<file path="src/hdl/tnf_pkg.sv">
`timescale 1ns / 1ps

package tnf_pkg;

    localparam int BYTE_W      = 8;
    localparam int WINDOW_W    = 16;
    localparam int CFG_ADDR_W  = 1;
    localparam int QUEUE_DEPTH = 4;
    localparam int QUEUE_PTR_W = $clog2(QUEUE_DEPTH);
    localparam int QUEUE_CNT_W = $clog2(QUEUE_DEPTH + 1);
    localparam int NAWS_LEN    = 12;
    localparam int NAWS_IDX_W  = $clog2(NAWS_LEN);

    localparam logic [BYTE_W-1:0] BYTE_IAC  = 8'hFF;
    localparam logic [BYTE_W-1:0] BYTE_DONT = 8'hFE;
    localparam logic [BYTE_W-1:0] BYTE_DO   = 8'hFD;
    localparam logic [BYTE_W-1:0] BYTE_WONT = 8'hFC;
    localparam logic [BYTE_W-1:0] BYTE_WILL = 8'hFB;
    localparam logic [BYTE_W-1:0] BYTE_SB   = 8'hFA;
    localparam logic [BYTE_W-1:0] BYTE_SE   = 8'hF0;
    localparam logic [BYTE_W-1:0] OPT_NAWS  = 8'd31;

    localparam logic [WINDOW_W-1:0] COLUMNS_RESET = 16'd80;
    localparam logic [WINDOW_W-1:0] ROWS_RESET    = 16'd24;

    localparam logic [CFG_ADDR_W-1:0] REG_WINDOW_COLUMNS = 1'b0;
    localparam logic [CFG_ADDR_W-1:0] REG_WINDOW_ROWS    = 1'b1;

    localparam logic CHAN_DATA  = 1'b0;
    localparam logic CHAN_REPLY = 1'b1;

    typedef enum logic [2:0] {
        PS_NORMAL = 3'd0,
        PS_IAC    = 3'd1,
        PS_OPT    = 3'd2,
        PS_SB     = 3'd3,
        PS_SB_IAC = 3'd4
    } parse_state_t;

    typedef enum logic [1:0] {
        CMD_WILL = 2'd0,
        CMD_WONT = 2'd1,
        CMD_DO   = 2'd2,
        CMD_DONT = 2'd3
    } command_t;

    // One queued job: either a data byte for the user or a full NAWS reply.
    typedef struct packed {
        logic              naws;
        logic [BYTE_W-1:0] data;
    } job_t;

    typedef struct packed {
        logic full;
        logic empty;
    } queue_status_t;

    function automatic logic [BYTE_W-1:0] naws_byte(
        input logic [NAWS_IDX_W-1:0] idx,
        input logic [WINDOW_W-1:0]   cols,
        input logic [WINDOW_W-1:0]   rows
    );
        logic [BYTE_W-1:0] b;
        unique case (idx)
            4'd0:    b = BYTE_IAC;
            4'd1:    b = BYTE_WILL;
            4'd2:    b = OPT_NAWS;
            4'd3:    b = BYTE_IAC;
            4'd4:    b = BYTE_SB;
            4'd5:    b = OPT_NAWS;
            4'd6:    b = cols[15:8];
            4'd7:    b = cols[7:0];
            4'd8:    b = rows[15:8];
            4'd9:    b = rows[7:0];
            4'd10:   b = BYTE_IAC;
            4'd11:   b = BYTE_SE;
            default: b = BYTE_IAC;
        endcase
        return b;
    endfunction

endpackage

</file>
<file path="src/hdl/telnet_iac_filter_naws_reply.sv">
`timescale 1ns / 1ps

// Channel   Direction  Ports                                        Transfer when
// input     in         s_valid, s_ready, s_rx_byte                  s_valid && s_ready
// result    out        m_valid, m_ready, m_channel, m_out_byte,     m_valid && m_ready
//                      m_last_of_run
// config    in         cfg_wr_en, cfg_index, cfg_wr_data            cfg_wr_en
//
// The parser takes one byte per cycle while its four-entry job queue has room.
// A data byte moves from its queue slot to the output register and leaves at one
// per cycle while m_ready is high; a NAWS reply occupies the output for its 12 bytes.
// Reset is synchronous and active low; the window size returns to 80 x 24.
// A stalled output fills the queue, and s_ready drops only when it is full.

module telnet_iac_filter_naws_reply (
    input  logic                           aclk,
    input  logic                           aresetn,
    input  logic                           s_valid,
    output logic                           s_ready,
    input  logic [tnf_pkg::BYTE_W-1:0]     s_rx_byte,
    output logic                           m_valid,
    input  logic                           m_ready,
    output logic                           m_channel,
    output logic [tnf_pkg::BYTE_W-1:0]     m_out_byte,
    output logic                           m_last_of_run,
    input  logic                           cfg_wr_en,
    input  logic [tnf_pkg::CFG_ADDR_W-1:0] cfg_index,
    input  logic [tnf_pkg::WINDOW_W-1:0]   cfg_wr_data
);

    logic [tnf_pkg::WINDOW_W-1:0] window_columns_reg, window_rows_reg;
    logic                         in_fire;
    logic                         push, pop;
    tnf_pkg::job_t                push_job, head_job;
    tnf_pkg::queue_status_t       q_status;

    always_ff @(posedge aclk) begin
        if (!aresetn) begin
            window_columns_reg <= tnf_pkg::COLUMNS_RESET;
            window_rows_reg    <= tnf_pkg::ROWS_RESET;
        end else if (cfg_wr_en) begin
            unique case (cfg_index)
                tnf_pkg::REG_WINDOW_COLUMNS: window_columns_reg <= cfg_wr_data;
                tnf_pkg::REG_WINDOW_ROWS:    window_rows_reg    <= cfg_wr_data;
                default: ;
            endcase
        end
    end

    assign s_ready = !q_status.full;
    assign in_fire = s_valid && s_ready;

    tnf_front u_front (
        .aclk     (aclk),
        .aresetn  (aresetn),
        .in_fire  (in_fire),
        .in_byte  (s_rx_byte),
        .push     (push),
        .push_job (push_job)
    );

    tnf_queue u_queue (
        .aclk     (aclk),
        .aresetn  (aresetn),
        .push     (push),
        .push_job (push_job),
        .pop      (pop),
        .head_job (head_job),
        .status   (q_status)
    );

    tnf_back u_back (
        .aclk           (aclk),
        .aresetn        (aresetn),
        .head_job       (head_job),
        .queue_empty    (q_status.empty),
        .pop            (pop),
        .window_columns (window_columns_reg),
        .window_rows    (window_rows_reg),
        .m_valid        (m_valid),
        .m_ready        (m_ready),
        .m_channel      (m_channel),
        .m_out_byte     (m_out_byte),
        .m_last_of_run  (m_last_of_run)
    );

`ifndef ASSERT_OFF
    // A job is never queued into a full queue.
    a_no_overflow: assert property (@(posedge aclk) disable iff (!aresetn)
        !(push && q_status.full))
        else $error("job pushed into full queue");

    // Every user data byte is the only result of its input byte.
    a_data_is_last: assert property (@(posedge aclk) disable iff (!aresetn)
        (m_valid && m_channel == tnf_pkg::CHAN_DATA) |-> m_last_of_run)
        else $error("data byte without last_of_run");

    // A reply burst continues without gaps once started.
    a_burst_continues: assert property (@(posedge aclk) disable iff (!aresetn)
        (m_valid && m_ready && m_channel == tnf_pkg::CHAN_REPLY && !m_last_of_run)
        |=> (m_valid && m_channel == tnf_pkg::CHAN_REPLY))
        else $error("reply burst interrupted");
`endif

endmodule

</file>
<file path="src/hdl/tnf_front.sv">
`timescale 1ns / 1ps

module tnf_front (
    input  logic                       aclk,
    input  logic                       aresetn,
    input  logic                       in_fire,
    input  logic [tnf_pkg::BYTE_W-1:0] in_byte,
    output logic                       push,
    output tnf_pkg::job_t              push_job
);

    tnf_pkg::parse_state_t state_reg, state_next;
    tnf_pkg::command_t     pending_reg, pending_next;
    logic [tnf_pkg::BYTE_W-1:0] cmd_offset;

    assign cmd_offset = in_byte - tnf_pkg::BYTE_WILL;

    always_ff @(posedge aclk) begin
        if (!aresetn) begin
            state_reg   <= tnf_pkg::PS_NORMAL;
            pending_reg <= tnf_pkg::CMD_WILL;
        end else if (in_fire) begin
            state_reg   <= state_next;
            pending_reg <= pending_next;
        end
    end

    always_comb begin
        state_next   = tnf_pkg::PS_NORMAL;
        pending_next = pending_reg;
        unique case (state_reg)
            tnf_pkg::PS_IAC: begin
                if (in_byte == tnf_pkg::BYTE_SB) begin
                    state_next = tnf_pkg::PS_SB;
                end else if (in_byte >= tnf_pkg::BYTE_WILL && in_byte <= tnf_pkg::BYTE_DONT) begin
                    state_next   = tnf_pkg::PS_OPT;
                    pending_next = tnf_pkg::command_t'(cmd_offset[1:0]);
                end
            end
            tnf_pkg::PS_OPT: state_next = tnf_pkg::PS_NORMAL;
            tnf_pkg::PS_SB: begin
                state_next = (in_byte == tnf_pkg::BYTE_IAC) ? tnf_pkg::PS_SB_IAC
                                                            : tnf_pkg::PS_SB;
            end
            tnf_pkg::PS_SB_IAC: begin
                state_next = (in_byte == tnf_pkg::BYTE_SE) ? tnf_pkg::PS_NORMAL
                                                           : tnf_pkg::PS_SB;
            end
            default: begin
                state_next = (in_byte == tnf_pkg::BYTE_IAC) ? tnf_pkg::PS_IAC
                                                            : tnf_pkg::PS_NORMAL;
            end
        endcase
    end

    always_comb begin
        push          = 1'b0;
        push_job.naws = 1'b0;
        push_job.data = in_byte;
        unique case (state_reg)
            tnf_pkg::PS_IAC: begin
                push = in_fire && (in_byte == tnf_pkg::BYTE_IAC);
            end
            tnf_pkg::PS_OPT: begin
                push_job.naws = 1'b1;
                push = in_fire && (pending_reg == tnf_pkg::CMD_DO)
                       && (in_byte == tnf_pkg::OPT_NAWS);
            end
            tnf_pkg::PS_SB, tnf_pkg::PS_SB_IAC: push = 1'b0;
            default: push = in_fire && (in_byte != tnf_pkg::BYTE_IAC);
        endcase
    end

endmodule

</file>
<file path="src/hdl/tnf_queue.sv">
`timescale 1ns / 1ps

module tnf_queue (
    input  logic                   aclk,
    input  logic                   aresetn,
    input  logic                   push,
    input  tnf_pkg::job_t          push_job,
    input  logic                   pop,
    output tnf_pkg::job_t          head_job,
    output tnf_pkg::queue_status_t status
);

    tnf_pkg::job_t                       slot_reg [tnf_pkg::QUEUE_DEPTH];
    logic [tnf_pkg::QUEUE_PTR_W-1:0]     wr_ptr_reg, rd_ptr_reg;
    logic [tnf_pkg::QUEUE_CNT_W-1:0]     count_reg;
    logic                                do_push, do_pop;

    assign status.full  = (count_reg == tnf_pkg::QUEUE_CNT_W'(tnf_pkg::QUEUE_DEPTH));
    assign status.empty = (count_reg == '0);
    assign do_push      = push && !status.full;
    assign do_pop       = pop && !status.empty;
    assign head_job     = slot_reg[rd_ptr_reg];

    always_ff @(posedge aclk) begin
        if (!aresetn) begin
            wr_ptr_reg <= '0;
            rd_ptr_reg <= '0;
            count_reg  <= '0;
        end else begin
            if (do_push) wr_ptr_reg <= wr_ptr_reg + 1'b1;
            if (do_pop)  rd_ptr_reg <= rd_ptr_reg + 1'b1;
            if (do_push && !do_pop) begin
                count_reg <= count_reg + 1'b1;
            end else if (do_pop && !do_push) begin
                count_reg <= count_reg - 1'b1;
            end
        end
    end

    always_ff @(posedge aclk) begin
        if (do_push) slot_reg[wr_ptr_reg] <= push_job;
    end

endmodule

</file>
<file path="src/hdl/tnf_back.sv">
`timescale 1ns / 1ps

module tnf_back (
    input  logic                         aclk,
    input  logic                         aresetn,
    input  tnf_pkg::job_t                head_job,
    input  logic                         queue_empty,
    output logic                         pop,
    input  logic [tnf_pkg::WINDOW_W-1:0] window_columns,
    input  logic [tnf_pkg::WINDOW_W-1:0] window_rows,
    output logic                         m_valid,
    input  logic                         m_ready,
    output logic                         m_channel,
    output logic [tnf_pkg::BYTE_W-1:0]   m_out_byte,
    output logic                         m_last_of_run
);

    localparam logic [tnf_pkg::NAWS_IDX_W-1:0] LAST_IDX =
        tnf_pkg::NAWS_IDX_W'(tnf_pkg::NAWS_LEN - 1);

    logic                              out_valid_reg, out_valid_next;
    logic                              out_channel_reg, out_channel_next;
    logic [tnf_pkg::BYTE_W-1:0]        out_byte_reg, out_byte_next;
    logic                              out_last_reg, out_last_next;
    logic                              burst_reg, burst_next;
    logic [tnf_pkg::NAWS_IDX_W-1:0]    idx_reg, idx_next;
    logic                              load_ok;

    // The output register takes a new result whenever it is empty or being drained.
    assign load_ok = !out_valid_reg || m_ready;

    always_comb begin
        out_valid_next   = out_valid_reg;
        out_channel_next = out_channel_reg;
        out_byte_next    = out_byte_reg;
        out_last_next    = out_last_reg;
        burst_next       = burst_reg;
        idx_next         = idx_reg;
        pop              = 1'b0;
        if (load_ok) begin
            if (burst_reg) begin
                out_valid_next   = 1'b1;
                out_channel_next = tnf_pkg::CHAN_REPLY;
                out_byte_next    = tnf_pkg::naws_byte(idx_reg, window_columns, window_rows);
                out_last_next    = (idx_reg == LAST_IDX);
                burst_next       = (idx_reg != LAST_IDX);
                idx_next         = idx_reg + 1'b1;
            end else if (!queue_empty) begin
                pop            = 1'b1;
                out_valid_next = 1'b1;
                if (head_job.naws) begin
                    out_channel_next = tnf_pkg::CHAN_REPLY;
                    out_byte_next    = tnf_pkg::naws_byte('0, window_columns, window_rows);
                    out_last_next    = 1'b0;
                    burst_next       = 1'b1;
                    idx_next         = tnf_pkg::NAWS_IDX_W'(1);
                end else begin
                    out_channel_next = tnf_pkg::CHAN_DATA;
                    out_byte_next    = head_job.data;
                    out_last_next    = 1'b1;
                end
            end else begin
                out_valid_next = 1'b0;
            end
        end
    end

    always_ff @(posedge aclk) begin
        if (!aresetn) begin
            out_valid_reg <= 1'b0;
            burst_reg     <= 1'b0;
            idx_reg       <= '0;
        end else begin
            out_valid_reg <= out_valid_next;
            burst_reg     <= burst_next;
            idx_reg       <= idx_next;
        end
    end

    always_ff @(posedge aclk) begin
        out_channel_reg <= out_channel_next;
        out_byte_reg    <= out_byte_next;
        out_last_reg    <= out_last_next;
    end

    assign m_valid       = out_valid_reg;
    assign m_channel     = out_channel_reg;
    assign m_out_byte    = out_byte_reg;
    assign m_last_of_run = out_last_reg;

endmodule
</file>
<file path="config.mk">
export PLATFORM = sky130hd
export DESIGN_NAME = telnet_iac_filter_naws_reply
export DESIGN_NICKNAME = d
export VERILOG_FILES = /design/src/hdl/tnf_pkg.sv /design/src/hdl/telnet_iac_filter_naws_reply.sv /design/src/hdl/tnf_front.sv /design/src/hdl/tnf_queue.sv /design/src/hdl/tnf_back.sv
export SDC_FILE = /design/constraint.sdc
export NUM_CORES = 1
export LEC_CHECK = 0
export ABC_CLOCK_PERIOD_IN_PS = 3600
export BUFFER_PORTS_ARGS = -buffer_cell sky130_fd_sc_hd__buf_4
export CAP_MARGIN = 20
export CORE_ASPECT_RATIO = 0.6
export CORE_MARGIN = 2
export CORE_UTILIZATION = 55
export DETAILED_ROUTE_END_ITERATION = 12
export PLACE_DENSITY_LB_ADDON = 0.05
export SLEW_MARGIN = 0
export SYNTH_ARGS = -nofsm -noshare
export SYNTH_HDL_FRONTEND = slang
export SYNTH_SLANG_ARGS = --single-unit
</file>
<file path="constraint.sdc">
create_clock -name aclk -period 3.6 [get_ports aclk]
set_input_delay 0.54 -clock aclk [delete_from_list [all_inputs] [get_ports aclk]]
set_output_delay 0.54 -clock aclk [all_outputs]
set_load 0.05 [all_outputs]
</file>
==> key figures, run 1 <==
Logic synthesis
  – Synth Area per Inst: 10.7 um2
  – Synth Area in XOR/XNOR: 1.42%
  – Distinct cell type count after synthesis: 51
  – Main combinational cell family by area after synthesis: simple AND/OR/NAND/NOR gates
  – Synth top area share: 32.0%
  – Most frequent cell after synthesis: nand2_1
  – Number of enable flip-flop cells after synthesis: 46
  – Register area share after synthesis: 56.1%
  – Synthesis Warnings: 0
  – Most used flip-flop cell after synthesis: dfxtp_1
  – Post-synthesis simple-gate area fraction: 15.5%
  – Count of mapped cells out of synthesis: 405
  – Mux cell area share after synthesis: 6.57%
  – Synth Area in Compound Gates: 12.7%
  – Post-Syn Nets: 448
  – Area contributors post-synth: edfxtp_1, dfxtp_1, nand2_1, mux4_1, a21oi_1
  – Post-synthesis adder-cell area fraction: 3.94%
  – Async set or reset register ratio after synthesis: 0%
  – Mapped cell area: 4320 um2
  – Area leader, netlist: edfxtp_1
  – Synth cell count leaders: nand2_1, dfxtp_1, edfxtp_1
  – #FFs+latches synth: 98

Flow run
  – Total of max-cap violations: 0

Timing
  – Worst slew pin tran: 0.646 ns
  – Hold Slack: 0.411 ns
  – Peak Freq: 382 MHz
  – Setup TNS: 0 ns
  – Layout Skew: 0.00448 ns
  – Final setup vio count: 0
  – RSZ-0062 raised after global routing: false
  – Worst slew margin: 56.5%
  – Final Max Slew Viols: 0
  – Post-layout min period: 2.61 ns
  – Final Hold Viols: 0
  – Part of the cycle the worst path needs: 72.6%

Final layout
  – Finished Layout Cells: 544
  – Max FFs per register: 36
  – Ratio of cells with drive above 1 in the final layout: 14.3%
  – Area of the multi-input gates: 1730 um2
  – Area growth, synth to finish: 14.9%
  – Final #Nets: 478
  – N_diodes: 0
  – Number of fill cells: 612
  – FF/Latch Area: 2420 um2

Clock network
  – Clk Latency, worst-skew pair: 0.34 ns
  – Hold Buf Count CTS: 0
  – TritonCTS clock tree: built
  – CTS Sinks: 98
  – CTS Buf Count: 9
  – Setup bufs post-CTS: 0
  – Clk root buf: clkbuf_16
  – Clock transition at the registers of the reported paths: 0.06 ns
  – Htree depth: 3
  – Clock buffer depth: 2
  – Post-cts sizing count: 0

Placed design
  – Port Buffers: 41
  – Detail Placement HPWL: 6.81 mm
  – Number of instances in the placed design: 528
  – GP Congestion: 0.895

Setup path
  – Required time of the critical path: 3.87 ns
  – Setup CP Type: reg -> reg
  – Critical Path AT: 2.89 ns
  – CP max stage cell: dfxtp_1
  – Cell depth of the worst setup path: 10
  – Worst reg-to-reg path cell count: 10
  – Crit path buf inv count: 1
  – Setup crit end kind: flop
  – Cells along the critical path: nor4_1 > a22oi_1 > o22ai_1 > and3_1 > ha_1 > inv_1 > fa_1 > xor2_1 > or3_1 > a21oi_1
  – CP max stage delay: 0.41 ns
  – Worst Setup EP: u_queue.count_reg[2]$_SDFFE_PN0P_
  – Register-to-register setup slack: 0.99 ns
  – Critical Path Start: u_front.state_reg[2]$_SDFFE_PN0N_
  – R2R Path End: u_queue.count_reg[2]$_SDFFE_PN0P_
  – Critical path launch point type: flop
  – RR Startpoint: u_front.state_reg[2]$_SDFFE_PN0N_
  – Top cell family by delay on the critical path: simple AND/OR/NAND/NOR gates
  – Worst-path fanout max: 9

Route
  – Vias per std cell: 5.91
  – Routed via count: 3216
  – Overall routed net length: 9.43 mm
  – Routed len/inst: 17.3 um
  – DRT iter0 DRCs: 344
  – Post-route ant nets: 0
  – # DRC: 0
  – 1st-pass router iterations: 7

GRT
  – Met3 Use GR: 6.48%
  – Total grt overflow: 0
  – Antenna violations before repair: 0
  – Met2 Usage GRT: 29.7%
  – Vias in the first global route: 2861
  – Largest net degree at the start of global routing: 29
  – First-pass GRT wire length: 15.0 mm
  – GRT Total Usage: 23.2%
  – Met1 Use GR: 37.4%
  – Top Usage Layer GRT: met1

Floorplanning
  – Die H: 72.7 um
  – Row cnt: 24
  – I/O Pins: 42
  – Initial Util: 58.0%
  – Die area: 8600 um2
  – Die X: 118 um
  – Core box area: 7450 um2

Run status
  – Run status: finished clean

Power
  – Pwr per Cell Area: 699 nW/um2
  – Static leakage: 1.79 nW
  – Peak VDD IR: 0.488 mV

Hold path
  – Worst hold path type: in -> reg
through the flow:
step	setup WS (ns)	power, mW	instance area [um2]	utilization (%)
2_1_floorplan	0.861	2.27	4320	-
3_3_place_gp	0.721	2.51	4650	62.4
3_5_place_dp	0.714	2.53	4660	62.6
4_1_cts	0.983	3.48	4970	66.7
5_1_grt	0.782	3.63	4970	66.7
6_report	0.985	3.47	4970	66.7
cell families after synthesis:
kind of cell,after synthesis
multiplexers,14
flip-flops,98
AND/OR/NAND/NOR,149
XOR/XNOR,7
buffers and inverters,36
AO/OA/AOI/OAI,88
adder cells (fa/ha/maj),13
layout make-up:
cell class	count	share of cell area [%]
sequential	98	48.8
tap	104	2.62
inverter	11	0.831
clock inverter	6	1.31
timing repair buffer	44	6.73
multi-input combinational	271	34.9
clock buffer	10	4.81
power by group:
group / total (mW) / internal [mW] / switching, mW / leakage (nW)
clock network: 0.955 / 0.558 / 0.397 / 0.149
logic: 1.03 / 0.377 / 0.649 / 0.799
registers: 1.49 / 1.37 / 0.123 / 0.846
total: 3.47 / 2.30 / 1.17 / 1.79
cells in the final DEF (no fill, tap or decap), drive strengths merged, types with 3 or more instances in the layout:
cell / instances
and2: 6
nand3b: 3
a31oi: 4
dfxtp: 52
buf: 44
a22oi: 8
nand3: 11
nor2: 24
mux2i: 4
o22a: 4
inv: 11
and3: 3
clkinv: 4
nand2b: 3
nor2b: 3
nand4: 3
nor3: 4
edfxtp: 46
xor2: 4
nand2: 80
mux4: 9
xnor2: 3
o21ai: 12
o22ai: 6
a21oi: 37
ha: 12
clkbuf: 10
a32oi: 6
metal layers:
metal  wire length, um  vias to the layer above
met4               116                        0
met5                 0                        -
met2              3620                      133
met1              4760                     1544
li1                  -                     1528
met3               927                       11
worst min-delay path, stage by stage:
cell and delay, ns:
buf_4 0.08, nand2_1 0.04, nand3_1 0.06
worst min-delay path by stage:
stage,from,end,slack [ns],cells past startpoint
after floorplan,window_columns_reg[10]$_SDFFE_PN0P_,window_columns_reg[10]$_SDFFE_PN0P_,0.43,2
after global placement,window_columns_reg[1]$_SDFFE_PN0P_,window_columns_reg[1]$_SDFFE_PN0P_,0.44,2
after detailed placement,window_rows_reg[7]$_SDFFE_PN0P_,window_rows_reg[7]$_SDFFE_PN0P_,0.45,2
after CTS,cfg_wr_data[3],window_rows_reg[3]$_SDFFE_PN1P_,0.41,3
after global routing,s_rx_byte[4],u_queue.slot_reg[3][4]$_DFFE_PP_,0.42,1
final,cfg_wr_data[3],window_rows_reg[3]$_SDFFE_PN1P_,0.41,3
(Power assumes the default switching activity.)
==> run 2: changes to the inputs <==
ABC_CLOCK_PERIOD_IN_PS = 2700   (was 3600)
clock period = 2.7 ns   (was 3.6 ns; I/O delays follow)
==> run 2 against run 1 <==
Net effect:
- sequential power rose by 32%
- critical path depth shrank 1
- register-to-register slack worse by 0.79 ns
- critical path type unchanged
- setup slack got worse by 0.79 ns
- critical endpoint unchanged
- highest routed layer unchanged
==> key figures, run 2 (synthesis results as in run 1) <==
Hold path
  – Hold_sp: cfg_wr_data[3]
  – Hold Path End: window_rows_reg[3]$_SDFFE_PN1P_
  – Hold depth: 3
  – Worst hold path type: in -> reg

GRT
  – First-pass GRT wire length: 15.7 mm
  – Largest net degree at the start of global routing: 35
  – Total grt overflow: 0
  – Antenna violations before repair: 0
  – GRT Total Usage: 24.3%
  – Vias in the first global route: 2992

Final layout
  – Post-route cell area: 5040 um2
  – Area of the multi-input gates: 1740 um2
  – Final #Nets: 488
  – Post-layout util: 67.7%
  – Max FFs per register: 36
  – Finished Layout Cells: 554
  – N_diodes: 0
  – FF/Latch Area: 2420 um2
  – Area growth, synth to finish: 16.8%
  – Ratio of cells with drive above 1 in the final layout: 16.4%
  – Number of fill cells: 596
  – Commonest non-fill, non-tap cell in the layout: nand2_1
  – Most frequent cells in the layout: nand2_1, buf_4, dfxtp_1

Clock network
  – Setup bufs post-CTS: 0
  – Clock buffer depth: 2
  – TritonCTS clock tree: built
  – Clk root buf: clkbuf_16
  – CTS Buf Count: 9
  – Htree depth: 3
  – CTS Sinks: 98
  – Clock transition at the registers of the reported paths: 0.06 ns
  – Clk Latency, worst-skew pair: 0.34 ns

Placed design
  – Port Buffers: 41
  – GP Congestion: 0.879
  – Number of instances in the placed design: 537
  – Detail Placement HPWL: 7.12 mm
  – Worst slack, placed: -0.00737 ns
  – Placed instance area: 4730 um2

Timing
  – Peak Freq: 399 MHz
  – Part of the cycle the worst path needs: 92.9%
  – Post-layout min period: 2.51 ns
  – Worst slew pin tran: 0.668 ns
  – Layout Skew: 0.00699 ns
  – Worst slew margin: 55.5%
  – Post-route setup slack: 0.193 ns
  – Hold Slack: 0.285 ns
  – RSZ-0062 raised after global routing: false
  – Final Max Slew Viols: 0
  – Final setup vio count: 0
  – Final Hold Viols: 0

Route
  – # DRC: 0
  – Routed via count: 3275
  – Vias per std cell: 5.91
  – Post-route ant nets: 0
  – DRT iter0 DRCs: 326
  – Routed len/inst: 18.0 um
  – 1st-pass router iterations: 5
  – Overall routed net length: 9.97 mm

Floorplanning
  – Core box area: 7450 um2
  – Die H: 72.7 um
  – Row cnt: 24
  – Die area: 8600 um2
  – Die X: 118 um
  – Initial Util: 58.0%
  – I/O Pins: 42

Setup path
  – Register-to-register setup slack: 0.19 ns
  – Worst reg-to-reg path cell count: 9
  – Top cell family by delay on the critical path: simple AND/OR/NAND/NOR gates
  – Critical path launch point type: flop
  – Required time of the critical path: 2.98 ns
  – CP max stage delay: 0.46 ns
  – Setup crit end kind: flop
  – Cells along the critical path: or3b_4 > and2_0 > and3_1 > ha_1 > inv_1 > fa_1 > xor2_1 > or3_1 > a21oi_1
  – CP max stage cell: dfxtp_1
  – Critical Path AT: 2.78 ns
  – Crit path buf inv count: 1
  – Setup CP Type: reg -> reg
  – Worst-path fanout max: 7
  – RR Startpoint: u_queue.count_reg[0]$_SDFFE_PN0P_
  – R2R Path End: u_queue.count_reg[2]$_SDFFE_PN0P_

Run status
  – Run status: finished clean

Power
  – Peak VDD IR: 0.435 mV
  – Static leakage: 1.84 nW
  – Pwr per Cell Area: 926 nW/um2

Flow run
  – Total of max-cap violations: 0
-- run 2: changes by cell type in the layout (fill, tap and decap cells not counted), sizes merged --
cell	change
buf	+9
clkbuf	+1
clkinvlp	+1
inv	-1
-- run 2: per-stage QoR --
| step | power [mW] | TNS, ns |
|---|---|---|
| after floorplan | 3.03 | 0 |
| after global placement | 3.38 | 0 |
| after detailed placement | 3.40 | -0.00737 |
| after CTS | 4.67 | 0 |
| after global routing | 4.90 | 0 |
| final | 4.67 | 0 |
-- run 2: power breakdown --
| group | internal [mW] | switching (mW) |
|---|---|---|
| combinational | 0.545 | 0.908 |
| clock | 0.719 | 0.535 |
| sequential | 1.82 | 0.141 |
| total | 3.09 | 1.58 |
-- run 2: worst max-delay path by stage --
stage,endpoint,slack (ns),cells past startpoint,startpoint
floorplan,u_queue.count_reg[2]$_SDFFE_PN0P_,0.18,11,u_queue.count_reg[0]$_SDFFE_PN0P_
global placement,u_queue.count_reg[2]$_SDFFE_PN0P_,0.03,11,s_rx_byte[7]
detailed placement,u_queue.count_reg[2]$_SDFFE_PN0P_,-0.007,11,s_rx_byte[7]
CTS,u_queue.count_reg[2]$_SDFFE_PN0P_,0.18,10,u_front.pending_reg[1]$_SDFFE_PN0P_
global route,u_queue.count_reg[2]$_SDFFE_PN0P_,0.01,10,u_front.state_reg[0]$_SDFFE_PN0N_
finish,u_queue.count_reg[2]$_SDFFE_PN0P_,0.19,9,u_queue.count_reg[0]$_SDFFE_PN0P_
-- run 2: cell type report --
type / count / area share [%]
Tap cell: 104 / 2.58
Clock buffer: 10 / 4.54
Timing Repair Buffer: 54 / 8.16
Multi-Input combinational cell: 271 / 34.5
Sequential cell: 98 / 48.0
Inverter: 11 / 0.818
Clock inverter: 6 / 1.34
-- run 2: layer usage --
| metal | global-route usage, % | part of all wire (%) |
|---|---|---|
| met1 | 38.1 | 49 |
| met2 | 31.7 | 39 |
| met3 | 8.36 | 10 |
| met4 | 6.75 | 0.79 |
| met5 | 0 | 0 |
-- run 2: worst min-delay path, stage by stage --
cell and delay (ns):
buf_4 0.08, nand2_1 0.04, nand3_1 0.07
-- run 2: repair_timing --
action | in CTS | in global routing
resized for setup | 0 | 1
hold buffers | 0 | 0
setup endpoints to repair | 0 | 1
==> run 3: changes to the inputs <==
==> constraint.sdc (replaced) <==
create_clock -name aclk -period 2.7 [get_ports aclk]
set_input_delay 0.405 -clock aclk [delete_from_list [all_inputs] [get_ports aclk]]
set_output_delay 0.405 -clock aclk [all_outputs]
set_load 0.02 [all_outputs]
==> run 3 against run 2 <==
Net effect:
- hold slack improved by 0.0043 ns
- total power fell by 2.7%
- clock power rose by 6%
- non-clock buffer count fell by 2
- sequential share of layout area rose by 0.060 points
- largest cell class unchanged
- largest power group unchanged
- highest routed layer unchanged
==> key figures, run 3 (synthesis results as in run 1) <==
GRT
  – GRT Total Usage: 24.3%
  – Largest net degree at the start of global routing: 35
  – Antenna violations before repair: 0
  – First-pass GRT wire length: 15.6 mm
  – Total grt overflow: 0
  – Vias in the first global route: 2922

Timing
  – Worst slew pin tran: 0.668 ns
  – RSZ-0062 raised after global routing: false
  – Peak Freq: 395 MHz
  – Setup TNS: 0 ns
  – Layout Skew: 0.00661 ns
  – Post-layout min period: 2.53 ns
  – Final Hold Viols: 0
  – Worst slew margin: 55.4%
  – Final setup vio count: 0
  – Part of the cycle the worst path needs: 93.7%
  – Final Max Slew Viols: 0
  – Hold Slack: 0.290 ns

Clock network
  – Clk Latency, worst-skew pair: 0.34 ns
  – Clock transition at the registers of the reported paths: 0.06 ns
  – Clk root buf: clkbuf_16
  – Hold Buf Count CTS: 0
  – CTS Sinks: 98
  – TritonCTS clock tree: built
  – Htree depth: 3
  – Clock buffer depth: 2
  – CTS Buf Count: 9

Setup path
  – Critical Path AT: 2.80 ns
  – Register-to-register setup slack: 0.17 ns
  – Worst-path fanout max: 7
  – Setup CP Type: reg -> reg
  – Critical Path Start: u_queue.count_reg[0]$_SDFFE_PN0P_
  – R2R Path End: u_queue.count_reg[2]$_SDFFE_PN0P_
  – Required time of the critical path: 2.96 ns
  – Critical path launch point type: flop
  – Worst reg-to-reg path cell count: 9
  – RR Startpoint: u_queue.count_reg[0]$_SDFFE_PN0P_
  – Setup crit end kind: flop
  – Worst Setup EP: u_queue.count_reg[2]$_SDFFE_PN0P_

Route
  – Routed via count: 3193
  – Overall routed net length: 9.78 mm
  – Post-route ant nets: 0
  – # DRC: 0
  – DRT iter0 DRCs: 303
  – Routed len/inst: 17.7 um
  – Vias per std cell: 5.78
  – 1st-pass router iterations: 5

Hold path
  – Worst hold path type: in -> reg

Final layout
  – Area growth, synth to finish: 16.6%
  – Final #Nets: 486
  – Max FFs per register: 36
  – Area of the multi-input gates: 1740 um2
  – N_diodes: 0
  – Number of fill cells: 584
  – Commonest non-fill, non-tap cell in the layout: nand2_1
  – FF/Latch Area: 2420 um2
  – Most frequent cells in the layout: nand2_1, dfxtp_1, buf_4
  – Ratio of cells with drive above 1 in the final layout: 15.4%

Placed design
  – Detail Placement HPWL: 7.15 mm
  – GP Congestion: 0.913
  – Port Buffers: 41

Floorplanning
  – Die H: 72.7 um
  – Row cnt: 24
  – Die area: 8600 um2
  – Die X: 118 um
  – I/O Pins: 42
  – Core box area: 7450 um2
  – Initial Util: 58.0%

Power
  – Peak VDD IR: 0.618 mV
  – Static leakage: 1.84 nW
  – Pwr per Cell Area: 902 nW/um2

Run status
  – Run status: finished clean

Flow run
  – Total of max-cap violations: 0
-- run 3: report_power, final --
group          total, mW  leakage (nW)  switching, mW  internal (mW)
Sequential          1.97         0.846          0.145           1.83
Combinational       1.25         0.840          0.724          0.529
Clock               1.32         0.151          0.511          0.812
-- run 3: worst min-delay path by stage --
stage                                              from                                   to  slack, ns  cells past startpoint
detailed placement      window_rows_reg[1]$_SDFFE_PN0P_      window_rows_reg[1]$_SDFFE_PN0P_       0.45                      2
floorplan           window_columns_reg[10]$_SDFFE_PN0P_  window_columns_reg[10]$_SDFFE_PN0P_       0.43                      2
finish                                   cfg_wr_data[4]   window_columns_reg[4]$_SDFFE_PN1P_       0.29                      3
CTS                                      cfg_wr_data[4]   window_columns_reg[4]$_SDFFE_PN1P_       0.28                      3
global route                             cfg_wr_data[4]      window_rows_reg[4]$_SDFFE_PN1P_       0.28                      3
global placement     window_columns_reg[1]$_SDFFE_PN0P_   window_columns_reg[1]$_SDFFE_PN0P_       0.44                      2
-- run 3: cell type report --
type,instances,share of cell area (%)
inverter,11,0.819
sequential,98,48.1
clock buffer,11,4.62
timing repair buffer,52,7.75
multi-input combinational,271,34.5
tap,104,2.58
clock inverter,5,1.61
-- run 3: layer usage --
metal	track usage, %	share of wire [%]	wire [um]
met5	0	0	0
met4	6.48	0.87	85
met3	7.19	7.8	767
met2	32.6	40	3920
met1	38.2	51	5010
-- run 3: metrics by stage --
stage / setup slack, ns / power [mW] / instance area, um2 / cells / utilization [%]
2_1_floorplan: 0.181 / 2.83 / 4320 / 405 / -
3_3_place_gp: 0.0712 / 3.19 / 4710 / 535 / 63.3
3_5_place_dp: -0.0183 / 3.22 / 4710 / 535 / 63.3
4_1_cts: 0.134 / 4.55 / 5020 / 551 / 67.5
5_1_grt: 0.000637 / 4.77 / 5040 / 552 / 67.7
6_report: 0.169 / 4.55 / 5040 / 552 / 67.7
-- run 3: critical path, cell delays in order (launching register included) --
cell and delay [ns]:
dfxtp_1 0.45, or3b_1 0.20, and2_0 0.30, and3_1 0.24, ha_1 0.20, inv_1 0.06
fa_1 0.37, xor2_1 0.17, or3_1 0.32, a21oi_1 0.15
-- run 3: what timing repair did --
action                                  4_1_cts  5_1_grt
resized for setup                             0        1
setup buffers                                 0        0
endpoints found under the setup margin        0        1
